<file path="src/rtl/prsm_pkg.sv">
// ----------------------------------------------------------------------------
// Packet ring space manager package
// Shared widths, types and operation codes of the ring space manager.
// ----------------------------------------------------------------------------
package prsm_pkg;

  localparam int unsigned OP_W   = 3;
  localparam int unsigned LEN_W  = 12;
  localparam int unsigned ADDR_W = 16;
  localparam int unsigned CNT_W  = 17;

  typedef logic [CNT_W-1:0] cnt_t;
  typedef logic [CNT_W:0]   ext_t;
  typedef logic [LEN_W-1:0] len_t;

  // buffer size after reset
  localparam cnt_t BUFFER_BYTES_RESET = cnt_t'(65536);

  typedef enum logic [OP_W-1:0] {
    OP_RESERVE      = 3'd0,
    OP_READ_RELEASE = 3'd1,
    OP_PEEK_RELEASE = 3'd2,
    OP_PEEK         = 3'd3,
    OP_EMPTY        = 3'd4
  } opcode_e;

endpackage

</file>
<file path="src/rtl/packet_ring_space_manager.sv">
// ----------------------------------------------------------------------------
// Packet ring space manager
// Tracks write offset, read offset and fill of a circular packet buffer.
// ----------------------------------------------------------------------------
// Usage:
//   The slave stream carries one operation per transfer: the opcode in
//   s_axis_tuser and the packet length in s_axis_tdata. Each operation
//   produces exactly one result on the master stream: the ok flag in
//   m_axis_tuser and the address, fill and free counts in m_axis_tdata.
//   The buffer size is written through cfg_we_i / cfg_wdata_i; the user
//   must do so only while no operation is in flight, which the block
//   does not enforce. A size of 0 acts as 1 and sizes above
//   BUFFER_BYTES_MAX are clamped. An accepted operation lands in the input
//   register; once the result register is free, it is computed against the
//   offset and fill registers and loads the result register. Throughput is
//   one operation per cycle while the receiver does not stall, set by the
//   single update of the three state registers.
//   Reset clears offsets, fill and both valid flags and sets the size to
//   65536. When the receiver stalls, the result register holds, the input
//   register fills, and then s_axis_tready drops until a transfer drains.
// ----------------------------------------------------------------------------
module packet_ring_space_manager #(
  parameter int unsigned MAX_PACKET       = 2048,
  parameter int unsigned BUFFER_BYTES_MAX = 65536
) (
  input  logic                         clk_i,
  input  logic                         rst_ni,
  input  logic                         cfg_we_i,
  input  logic [prsm_pkg::CNT_W-1:0]   cfg_wdata_i,
  input  logic                         s_axis_tvalid,
  output logic                         s_axis_tready,
  input  logic [15:0]                  s_axis_tdata,   // [11:0] length, [15:12] zero
  input  logic [prsm_pkg::OP_W-1:0]    s_axis_tuser,   // [2:0] opcode
  output logic                         m_axis_tvalid,
  input  logic                         m_axis_tready,
  output logic [55:0]                  m_axis_tdata,   // [15:0] address, [32:16] fill,
                                                       // [49:33] free_bytes, [55:50] zero
  output logic                         m_axis_tuser    // [0] ok
);

  localparam int unsigned CntW   = prsm_pkg::CNT_W;
  localparam int unsigned CntMax = (1 << CntW) - 1;
  localparam int unsigned SizeCapI =
      (BUFFER_BYTES_MAX > CntMax) ? CntMax : BUFFER_BYTES_MAX;
  localparam prsm_pkg::cnt_t SizeCap = prsm_pkg::cnt_t'(SizeCapI);
  localparam prsm_pkg::ext_t MaxPkt  = prsm_pkg::ext_t'(MAX_PACKET);

  // configuration and state
  prsm_pkg::cnt_t size_cfg_q;
  prsm_pkg::cnt_t wr_off_q, wr_off_d;
  prsm_pkg::cnt_t rd_off_q, rd_off_d;
  prsm_pkg::cnt_t fill_q,   fill_d;

  // input register
  logic              in_valid_q;
  prsm_pkg::opcode_e in_op_q;
  prsm_pkg::len_t    in_len_q;

  // result register
  logic                           out_valid_q;
  logic                           out_ok_q,   out_ok_d;
  logic [prsm_pkg::ADDR_W-1:0]    out_addr_q, out_addr_d;
  prsm_pkg::cnt_t                 out_fill_q;
  prsm_pkg::cnt_t                 out_free_q, out_free_d;

  logic           out_free_slot;
  logic           advance_en;
  prsm_pkg::cnt_t size_eff;
  prsm_pkg::cnt_t free_now;
  prsm_pkg::cnt_t wr_wrap;
  prsm_pkg::cnt_t rd_wrap;
  prsm_pkg::cnt_t addr_full;

  function automatic prsm_pkg::cnt_t wrap_off(prsm_pkg::cnt_t off, prsm_pkg::cnt_t size);
    prsm_pkg::ext_t toend;
    toend = (off >= size) ? '0 : {1'b0, size - off};
    return (toend < MaxPkt) ? '0 : off;
  endfunction

  function automatic prsm_pkg::cnt_t advance(prsm_pkg::cnt_t off, prsm_pkg::len_t len,
                                             prsm_pkg::cnt_t size);
    prsm_pkg::ext_t n;
    n = {1'b0, off} + prsm_pkg::ext_t'(len);
    return (n > {1'b0, size}) ? size : n[CntW-1:0];
  endfunction

  function automatic prsm_pkg::cnt_t fill_sub(prsm_pkg::cnt_t fill, prsm_pkg::len_t len);
    return (fill >= prsm_pkg::cnt_t'(len)) ? fill - prsm_pkg::cnt_t'(len) : '0;
  endfunction

  // handshake
  assign out_free_slot = !out_valid_q || m_axis_tready;
  assign advance_en    = in_valid_q && out_free_slot;
  assign s_axis_tready = !in_valid_q || out_free_slot;

  // effective size and current counts
  always_comb begin
    if (size_cfg_q == '0) begin
      size_eff = prsm_pkg::cnt_t'(1);
    end else if (size_cfg_q > SizeCap) begin
      size_eff = SizeCap;
    end else begin
      size_eff = size_cfg_q;
    end
  end

  assign free_now = (fill_q >= size_eff) ? '0 : size_eff - fill_q;
  assign wr_wrap  = wrap_off(wr_off_q, size_eff);
  assign rd_wrap  = wrap_off(rd_off_q, size_eff);

  always_comb begin
    wr_off_d  = wr_off_q;
    rd_off_d  = rd_off_q;
    fill_d    = fill_q;
    out_ok_d  = 1'b0;
    addr_full = '0;
    unique case (in_op_q)
      prsm_pkg::OP_RESERVE: begin
        if ({1'b0, free_now} >= MaxPkt) begin
          out_ok_d  = 1'b1;
          addr_full = wr_wrap;
          wr_off_d  = advance(wr_wrap, in_len_q, size_eff);
          fill_d    = advance(fill_q, in_len_q, size_eff);
        end
      end
      prsm_pkg::OP_READ_RELEASE: begin
        if (fill_q != '0) begin
          out_ok_d  = 1'b1;
          addr_full = rd_wrap;
          fill_d    = fill_sub(fill_q, in_len_q);
          rd_off_d  = advance(rd_wrap, in_len_q, size_eff);
        end
      end
      prsm_pkg::OP_PEEK_RELEASE: begin
        out_ok_d  = 1'b1;
        addr_full = rd_off_q;
        fill_d    = fill_sub(fill_q, in_len_q);
        rd_off_d  = advance(rd_off_q, in_len_q, size_eff);
      end
      prsm_pkg::OP_PEEK: begin
        if (fill_q >= prsm_pkg::cnt_t'(in_len_q)) begin
          out_ok_d  = 1'b1;
          addr_full = rd_wrap;
          rd_off_d  = rd_wrap;
        end
      end
      prsm_pkg::OP_EMPTY: begin
        out_ok_d = 1'b1;
        wr_off_d = '0;
        rd_off_d = '0;
        fill_d   = '0;
      end
      default: begin
        // undefined opcode: report failure, keep state
        out_ok_d = 1'b0;
      end
    endcase
    out_addr_d = addr_full[prsm_pkg::ADDR_W-1:0];
    out_free_d = (fill_d >= size_eff) ? '0 : size_eff - fill_d;
  end

  // configuration register
  always_ff @(posedge clk_i or negedge rst_ni) begin
    if (!rst_ni) begin
      size_cfg_q <= prsm_pkg::BUFFER_BYTES_RESET;
    end else if (cfg_we_i) begin
      size_cfg_q <= cfg_wdata_i;
    end
  end

  // control state
  always_ff @(posedge clk_i or negedge rst_ni) begin
    if (!rst_ni) begin
      in_valid_q  <= 1'b0;
      out_valid_q <= 1'b0;
      wr_off_q    <= '0;
      rd_off_q    <= '0;
      fill_q      <= '0;
    end else begin
      if (s_axis_tready) begin
        in_valid_q <= s_axis_tvalid;
      end
      if (out_free_slot) begin
        out_valid_q <= advance_en;
      end
      if (advance_en) begin
        wr_off_q <= wr_off_d;
        rd_off_q <= rd_off_d;
        fill_q   <= fill_d;
      end
    end
  end

  // payload registers
  always_ff @(posedge clk_i) begin
    if (s_axis_tready && s_axis_tvalid) begin
      in_op_q  <= prsm_pkg::opcode_e'(s_axis_tuser);
      in_len_q <= s_axis_tdata[prsm_pkg::LEN_W-1:0];
    end
    if (advance_en) begin
      out_ok_q   <= out_ok_d;
      out_addr_q <= out_addr_d;
      out_fill_q <= fill_d;
      out_free_q <= out_free_d;
    end
  end

  assign m_axis_tvalid = out_valid_q;
  assign m_axis_tuser  = out_ok_q;
  assign m_axis_tdata  = {6'b0, out_free_q, out_fill_q, out_addr_q};

`ifndef NO_ASSERTIONS
  // a computed operation always lands in the result register
  assert property (@(posedge clk_i) disable iff (!rst_ni)
    advance_en |=> out_valid_q)
    else $error("computed operation lost");

  // input stalls only when both registers are occupied
  assert property (@(posedge clk_i) disable iff (!rst_ni)
    !s_axis_tready |-> (in_valid_q && out_valid_q && !m_axis_tready))
    else $error("input stalled without backpressure");

  // a failed operation reports address zero
  assert property (@(posedge clk_i) disable iff (!rst_ni)
    (out_valid_q && !out_ok_q) |-> (out_addr_q == '0))
    else $error("failed operation with nonzero address");

  // empty clears offsets and fill
  assert property (@(posedge clk_i) disable iff (!rst_ni)
    (advance_en && (in_op_q == prsm_pkg::OP_EMPTY)) |=>
      (fill_q == '0 && wr_off_q == '0 && rd_off_q == '0))
    else $error("empty did not clear state");
`endif

endmodule

</file>
<file path="config.mk">
export PLATFORM = sky130hd
export DESIGN_NAME = packet_ring_space_manager
export DESIGN_NICKNAME = d
export VERILOG_FILES = /design/src/rtl/prsm_pkg.sv /design/src/rtl/packet_ring_space_manager.sv
export SDC_FILE = /design/constraint.sdc
export NUM_CORES = 1
export LEC_CHECK = 0
export BUFFER_PORTS_ARGS = -buffer_cell sky130_fd_sc_hd__buf_2
export CAP_MARGIN = 20
export CORE_MARGIN = 2
export CORE_UTILIZATION = 55
export CTS_CLUSTER_DIAMETER = 120
export DETAILED_ROUTE_END_ITERATION = 7
export GPL_TIMING_DRIVEN = 0
export PLACE_DENSITY = 0.77
export REMOVE_ABC_BUFFERS = 1
export SYNTH_ARGS = -nofsm -noshare
export SYNTH_HDL_FRONTEND = slang
export SYNTH_SLANG_ARGS = --single-unit
</file>
<file path="constraint.sdc">
create_clock -name clk_i -period 7.8 [get_ports clk_i]
set_clock_uncertainty 0.1 [all_clocks]
set_input_delay 0.78 -clock clk_i [delete_from_list [all_inputs] [get_ports clk_i]]
set_output_delay 0.78 -clock clk_i [all_outputs]
set_load 0.02 [all_outputs]
</file>
==> impl_results.md, run 1 <==
- CTS tree: built
- Worst-Margin Slew: 1120 ps
- Max-capacitance violation count: 0
- Remaining Overflow, GRT: 0
- RSZ-0062 raised after global routing: true
- Slew HR: 25.3%
- Met1 usage: 50.1%
- # DRC: 0
- Layout fillers: around 1,900
- Post-Synthesis Cells: roughly 1,700
- Setup ws final: -765 ps
- Share of layout cells above drive strength 1: between 20% and 30%
- Met3 Track Usage GR: a little under 10%
- Crit path largest cell delay: between 500 and 600 ps
- Reg clk slew, reported paths: 70 ps
- Endpoints failing setup: 34
- Inserted Clock Buffers: 17
- Crit Path Category: reg -> reg
- Initial antenna violation count: 0
- Power, Total: 7410 uW
- Ys Warns: 0
- IO Count: 100
- Die width: 166 um
- Via density: ~7
- Via count: 15,500
- DR WL/cell: 24.3 um
- Initial core utilization: 55.6%
- Synthesized area: approximately 0.014 mm^2
- Tmin final: 8570 ps
- Static Leakage: roughly 0.0079 uW
- Peak supply drop: ~0.25 mV
- Detail Route Antenna Nets: 0
- Power Density: slightly above 400 mW/mm^2
- Final Slew Violations: 0
- CP Launch Type: flop
- Seq. cell area: 0.00375 mm^2
- GRT Max-Usage Layer: met2
- Total global-route track usage: a little under two fifths
- Worst R2R End: rd_off_q[5]
- Met2 Use GR: 57.4%
- DRT Pass-1 Iters: 6
- Final hold violations: 0
- Yosys reg bits: 136
- Violated checks: negative setup slack
- Bufs on Longest Clock Path: 2
- Pin count of the biggest net entering global routing: 41
- Buffers on Ports: 89
- Die height: 166 um
- Root buffer cell: clkbuf_16
- Status: finished with violations
- Half-perimeter wire length after placement: 36,100 um
- Min-Delay Path Class: in -> async
- Antenna cell count: 0
- TNS Setup: -16,640 ps
- Rows: 59
- Total core area: 0.0258 mm^2
- Die area: around 0.027 mm^2
- Vias in the first global route: 14,200
- 1st-iter DRT viols: about 2,200
- Reg2reg start: size_cfg_q[9]
- Area Growth Syn to Fin: 25.8%
- Buffers & Inverters on Critical Path: 3
- Count of different cell masters after synthesis: 88
- Crit end category: flop
- R2R setup slack: -770 ps
- Placer Congestion: 0.997
- Fmax: 117 MHz
- Synth Area per Inst: ~8.3 um^2
- Post-synth EDFFs: 66
- Prevailing post-synth register cell: dfrtp_1
- First-pass GRT wire length: approximately 81,000 um
- Clk_lat worst skew: 460 ps
- Synth async-reset ratio: 51.5%
- Critical path's top delay family: compound AO/OA/AOI/OAI gates
- Arrival time worst endpoint: 8760 ps
- Multi-input logic area: 0.0110 mm^2
- Critical path's slowest cell: or4_4
- Pre-CTS WS: -2990 ps
- Nets@finish: 2,168
- Final period util: 110%
- Crit path required time: roughly 8000 ps
- Overall routed net length: 55,500 um
- R2R depth: 37
- CTS H-tree lvls: 4
- Crit path from: size_cfg_q[9]
- Clock sink total: 136
- Post-synthesis sequential area ratio: 26.0%
- Crit-path max FO: 8
-- logic make-up (layout without fill, tap and decap cells) --
kind of cell | Yosys count | in the layout | synth area share (%)
buffers and inverters | 202 | 403 | 5.56
AO/OA/AOI/OAI | 516 | 519 | 24.3
XOR/XNOR | 84 | 84 | 5.12
adder cells (fa/ha/maj) | 199 | 199 | 17.6
AND/OR/NAND/NOR | 552 | 554 | 18.1
multiplexers | 44 | 44 | 3.26
other | 1 | 6 | 0.0261
flip-flops | 136 | 136 | 26.0
-- metrics by stage --
| stage | area, um^2 | cells | hold slack, ps | utilization (%) |
|---|---|---|---|---|
| finish | 18100 | 2280 | 176 | 70.0 |
| CTS | 17400 | 2239 | 186 | 67.2 |
| floorplan | 14100 | 1672 | 357 | - |
| global placement | 15000 | 2096 | 366 | 57.9 |
| global route | 18100 | 2280 | 210 | 70.0 |
| detailed placement | 15100 | 2104 | 385 | 58.4 |
-- worst max path at each step --
stage	end	slack [ps]	cells past startpoint
6_report	rd_off_q[5]	-770	37
4_1_cts	rd_off_q[2]	-290	36
2_1_floorplan	wr_off_q[2]	-1060	35
3_3_place_gp	wr_off_q[2]	-3790	35
3_5_place_dp	rd_off_q[12]	-2990	38
5_1_grt	rd_off_q[12]	-940	40
-- what timing repair did --
item,in CTS,in global routing
gates resized for setup,180,76
gates cloned,4,2
hold buffers,0,0
hold endpoints to repair,0,0
setup buffers,100,37
endpoints found under the setup margin,51,51
pin swaps,87,58
-- report_power, final --
group / switching [uW] / internal (uW) / leakage, uW
Combinational: 3030 / 2230 / 0.00603
Sequential: 288 / 1010 / 0.00154
Clock: 388 / 461 / 0.000292
-- cells in the final DEF, fill, tap and decap left out, drive strengths merged, types with 13 or more instances in the layout --
cell and instances:
mux2i 21, o221ai 16, o21a 15, nor2b 21
and2 21, clkbuf 18, nor2 160, o31ai 13
o211ai 23, a21o 45, nand2b 17, nand3 26
nand4 33, xor2 22, buf 236, dfrtp 69
edfxtp 66, nand2 166, ha 188, nor4 20
mux2 23, inv 130, o21ai 88, a22o 20
a21oi 164, a211oi 14, or3 13, nor3 36
xnor2 62
-- routing by layer --
metal	vias up	routed length, um
met2	1144	23500
met3	268	7240
li1	6776	-
met1	7317	21000
met5	-	0
met4	0	3810
-- state kept, by name, summed over array words and instances, names as in the netlist --
signal / count
fill_q: 17
out_fill_q: 17
out_free_q: 17
rd_off_q: 17
size_cfg_q: 17
wr_off_q: 17
out_addr_q: 16
in_len_q: 12
in_op_q: 3
in_valid_q: 1
m_axis_tuser: 1
m_axis_tvalid: 1
-- layout make-up --
type,instances,area share [%]
Multi-Input combinational cell,1406,60.7
Sequential cell,136,20.8
Timing Repair Buffer,236,9.89
Inverter,135,3.06
Clock buffer,18,2.43
Tap cell,335,2.32
Clock inverter,14,0.852
-- cells in the mapped netlist (all sizes together) (15+ instances only) --
cell      n  area (um^2)
nor4     20          125
nand2   165          619
inv     134          503
o21a     15          113
nand2b   17          106
a21o     45          338
mux2     23          259
nor2b    21          131
xor2     22          193
dfrtp    69         1730
a21oi   164          836
nand4    33          206
nor3     36          180
o221ai   16          140
a22o     20          175
clkbuf   54          203
ha      188         2350
and2     21          131
mux2i    21          210
xnor2    62          543
edfxtp   66         1980
o211ai   23          173
nor2    160          601
o21ai    88          440
nand3    26          130
-- worst register-to-register path, delay by kind of cell, from the launching register on --
kind / cells / cell delay (ps)
AOI/OAI and AO/OA: 20 / 4230
adders and majority gates: 3 / 840
DFF: 1 / 460
and+or+nand+nor: 10 / 2030
buffers and inverters: 3 / 570
muxes: 1 / 200
No activity file was read; power rests on OpenSTA's default activity.
==> run 2: changes to the inputs <==
- CELL_PAD_IN_SITES_DETAIL_PLACEMENT: not set -> 0
- CELL_PAD_IN_SITES_GLOBAL_PLACEMENT: not set -> 1
- CORE_UTILIZATION: 55 -> 43
- PLACE_DENSITY: 0.77 -> 0.79
==> impl_results.md, run 2 (synthesized netlist as in run 1, its figures left out) <==
- Status: finished with violations
- Violated checks: negative setup slack
- Buffers & Inverters on Critical Path: 3
- Initial core utilization: between 40% and 50%
- 1st-iter DRT viols: approximately 1,500
- Fin cells: 2,402
- Reg power frac: between 10% and 20%
- Crit Path Category: reg -> reg
- Util after Layout: between 50% and 60%
- Final Slew Violations: 0
- Crit end category: flop
- Clock sink total: between 100 and 150
- CP Launch Type: flop
- Final period util: 109%
- Vias in the first global route: 13,900
- Half-perimeter wire length after placement: 38,500 um
- Most frequent cells in the layout: ha_1 (168), nor2_1 (151), nand2_1 (145)
- Arrival time worst endpoint: 8810 ps
- Via density: 6.22
- Buffers on Ports: 89
- Share of layout cells above drive strength 1: 26.5%
- Crit path largest cell delay: 680 ps
- # placed instances: 2,210
- Critical path's slowest cell: dfstp_4
- First-pass GRT wire length: 83,200 um
- Pre-CTS WS: -3300 ps
- Internal power: between 3000 and 4000 uW
- Total core area: 0.0327 mm^2
- Final hold violations: 0
- Via count: 14,900
- Remaining Overflow, GRT: 0
- Rows: 66
- Slew HR: 25.5%
- Reg clk slew, reported paths: 70 ps
- Fmax: 117 MHz
- Crit path required time: just over 8000 ps
- Logic pwr share: 72.1%
- Root buffer cell: clkbuf_16
- Inserted Clock Buffers: 17
- CTS hold repair buffers: 0
- RSZ-0062 raised after global routing: true
- IO Count: 100
- Pin count of the biggest net entering global routing: 44
- Commonest non-fill, non-tap cell in the layout: ha_1
- Worst-Margin Slew: 1110 ps
- Switch Pwr: around 3700 uW
- Total global-route track usage: 31.2%
- DR WL/cell: around 23 um
- Bufs on Longest Clock Path: 2
- CTS tree: built
- TNS Setup: -17,750 ps
- Clk_lat worst skew: 460 ps
- Crit-path max FO: 7
- Critical path's top delay family: compound AO/OA/AOI/OAI gates
- Die width: 187 um
- Placer Congestion: between 0.9 and 1
- Area Growth Syn to Fin: 28.9%
- Switch share: 50.1%
- Overall routed net length: 56,200 um
- Min-Delay Path Class: in -> async
- Max-capacitance violation count: 0
- Peak supply drop: roughly 0.19 mV
- Setup ws final: -738 ps
- Static Leakage: 0.00801 uW
- Detail Route Antenna Nets: 0
- Clk pwr share: between 10% and 20%
- Nets@finish: 2,182
- CTS H-tree lvls: 4
- Layout fillers: 2,930
- Tmin final: 8540 ps
- Initial antenna violation count: 0
- DRT Pass-1 Iters: 6
- # DRC: 0
- Die height: 187 um
- Die area: 0.0349 mm^2
- Power, Total: 7450 uW
- Endpoints failing setup: 34
- Power Density: 402 mW/mm^2
==> run 2: cell count changes in the layout (fill, tap and decap cells not counted), moves of 4 or more <==
cell | before | now
clkinv_4 | 4 | 0
buf_6 | 12 | 16
a21oi_1 | 141 | 133
o21ai_0 | 70 | 66
a21oi_4 | 4 | 8
buf_4 | 121 | 129
a21oi_2 | 19 | 23
==> run 2: power groups by stage <==
stage	clock (uW)	sequential (uW)	combinational, uW
2_1_floorplan	0	1300	3080
3_3_place_gp	0	1280	4150
3_5_place_dp	0	1290	4220
4_1_cts	798	1270	4840
5_1_grt	829	1310	5800
6_report	791	1290	5370
==> run 2: final cells by class <==
cell class                 instances  area (um^2)  share of cell area [%]
clock buffer                      17          425                    2.30
timing repair buffer             247         1870                    10.1
tap                              442          553                    2.99
antenna                            1         2.50                  0.0135
inverter                         135          557                    3.01
multi-input combinational       1409        11200                    60.7
sequential                       136         3750                    20.2
clock inverter                    15          128                   0.689
==> run 2: per-stage QoR <==
step | hold WS, ps | area (um^2)
after floorplan | 357 | 14100
after global placement | 369 | 15100
after detailed placement | 388 | 15200
after CTS | 164 | 17600
after global routing | 178 | 18500
final | 158 | 18500
==> run 2: routing by layer <==
metal	up-vias	GRT usage [%]	wire [um]
li1	6839	-	-
met1	7178	40.3	22800
met2	762	50.5	25500
met3	152	5.85	4950
met4	0	14.8	2980
met5	-	0	0
==> run 2: final timing paths <==
path                            startpoint             to  slack (ps)  cells after the start
min in group clk_i         s_axis_tdata[9]    in_len_q[9]         400                      1
hold reg to reg                 in_valid_q  m_axis_tvalid         400                      1
max in group asynchronous           rst_ni   wr_off_q[12]        6840                      2
hold / removal                      rst_ni  size_cfg_q[6]         160                      1
setup reg to reg            size_cfg_q[16]   rd_off_q[16]        -740                     33
setup / recovery            size_cfg_q[16]   rd_off_q[16]        -740                     33
==> run 2: what timing repair did <==
| action | 4_1_cts | 5_1_grt |
|---|---|---|
| setup endpoints to repair | 51 | 51 |
| gates resized for setup | 207 | 100 |
| pin swaps | 88 | 73 |
| gates cloned | 7 | 1 |
| buffers inserted | 106 | 46 |
==> run 2: worst register-to-register path, delay by kind of cell (launching register included) <==
family,cells,cell delay (ps)
AOI/OAI and AO/OA,18,3800
xor gates and xnor gates,1,340
adders and majority gates,4,1170
buffers and inverters,3,570
DFF,1,680
and+or+nand+nor,7,1810
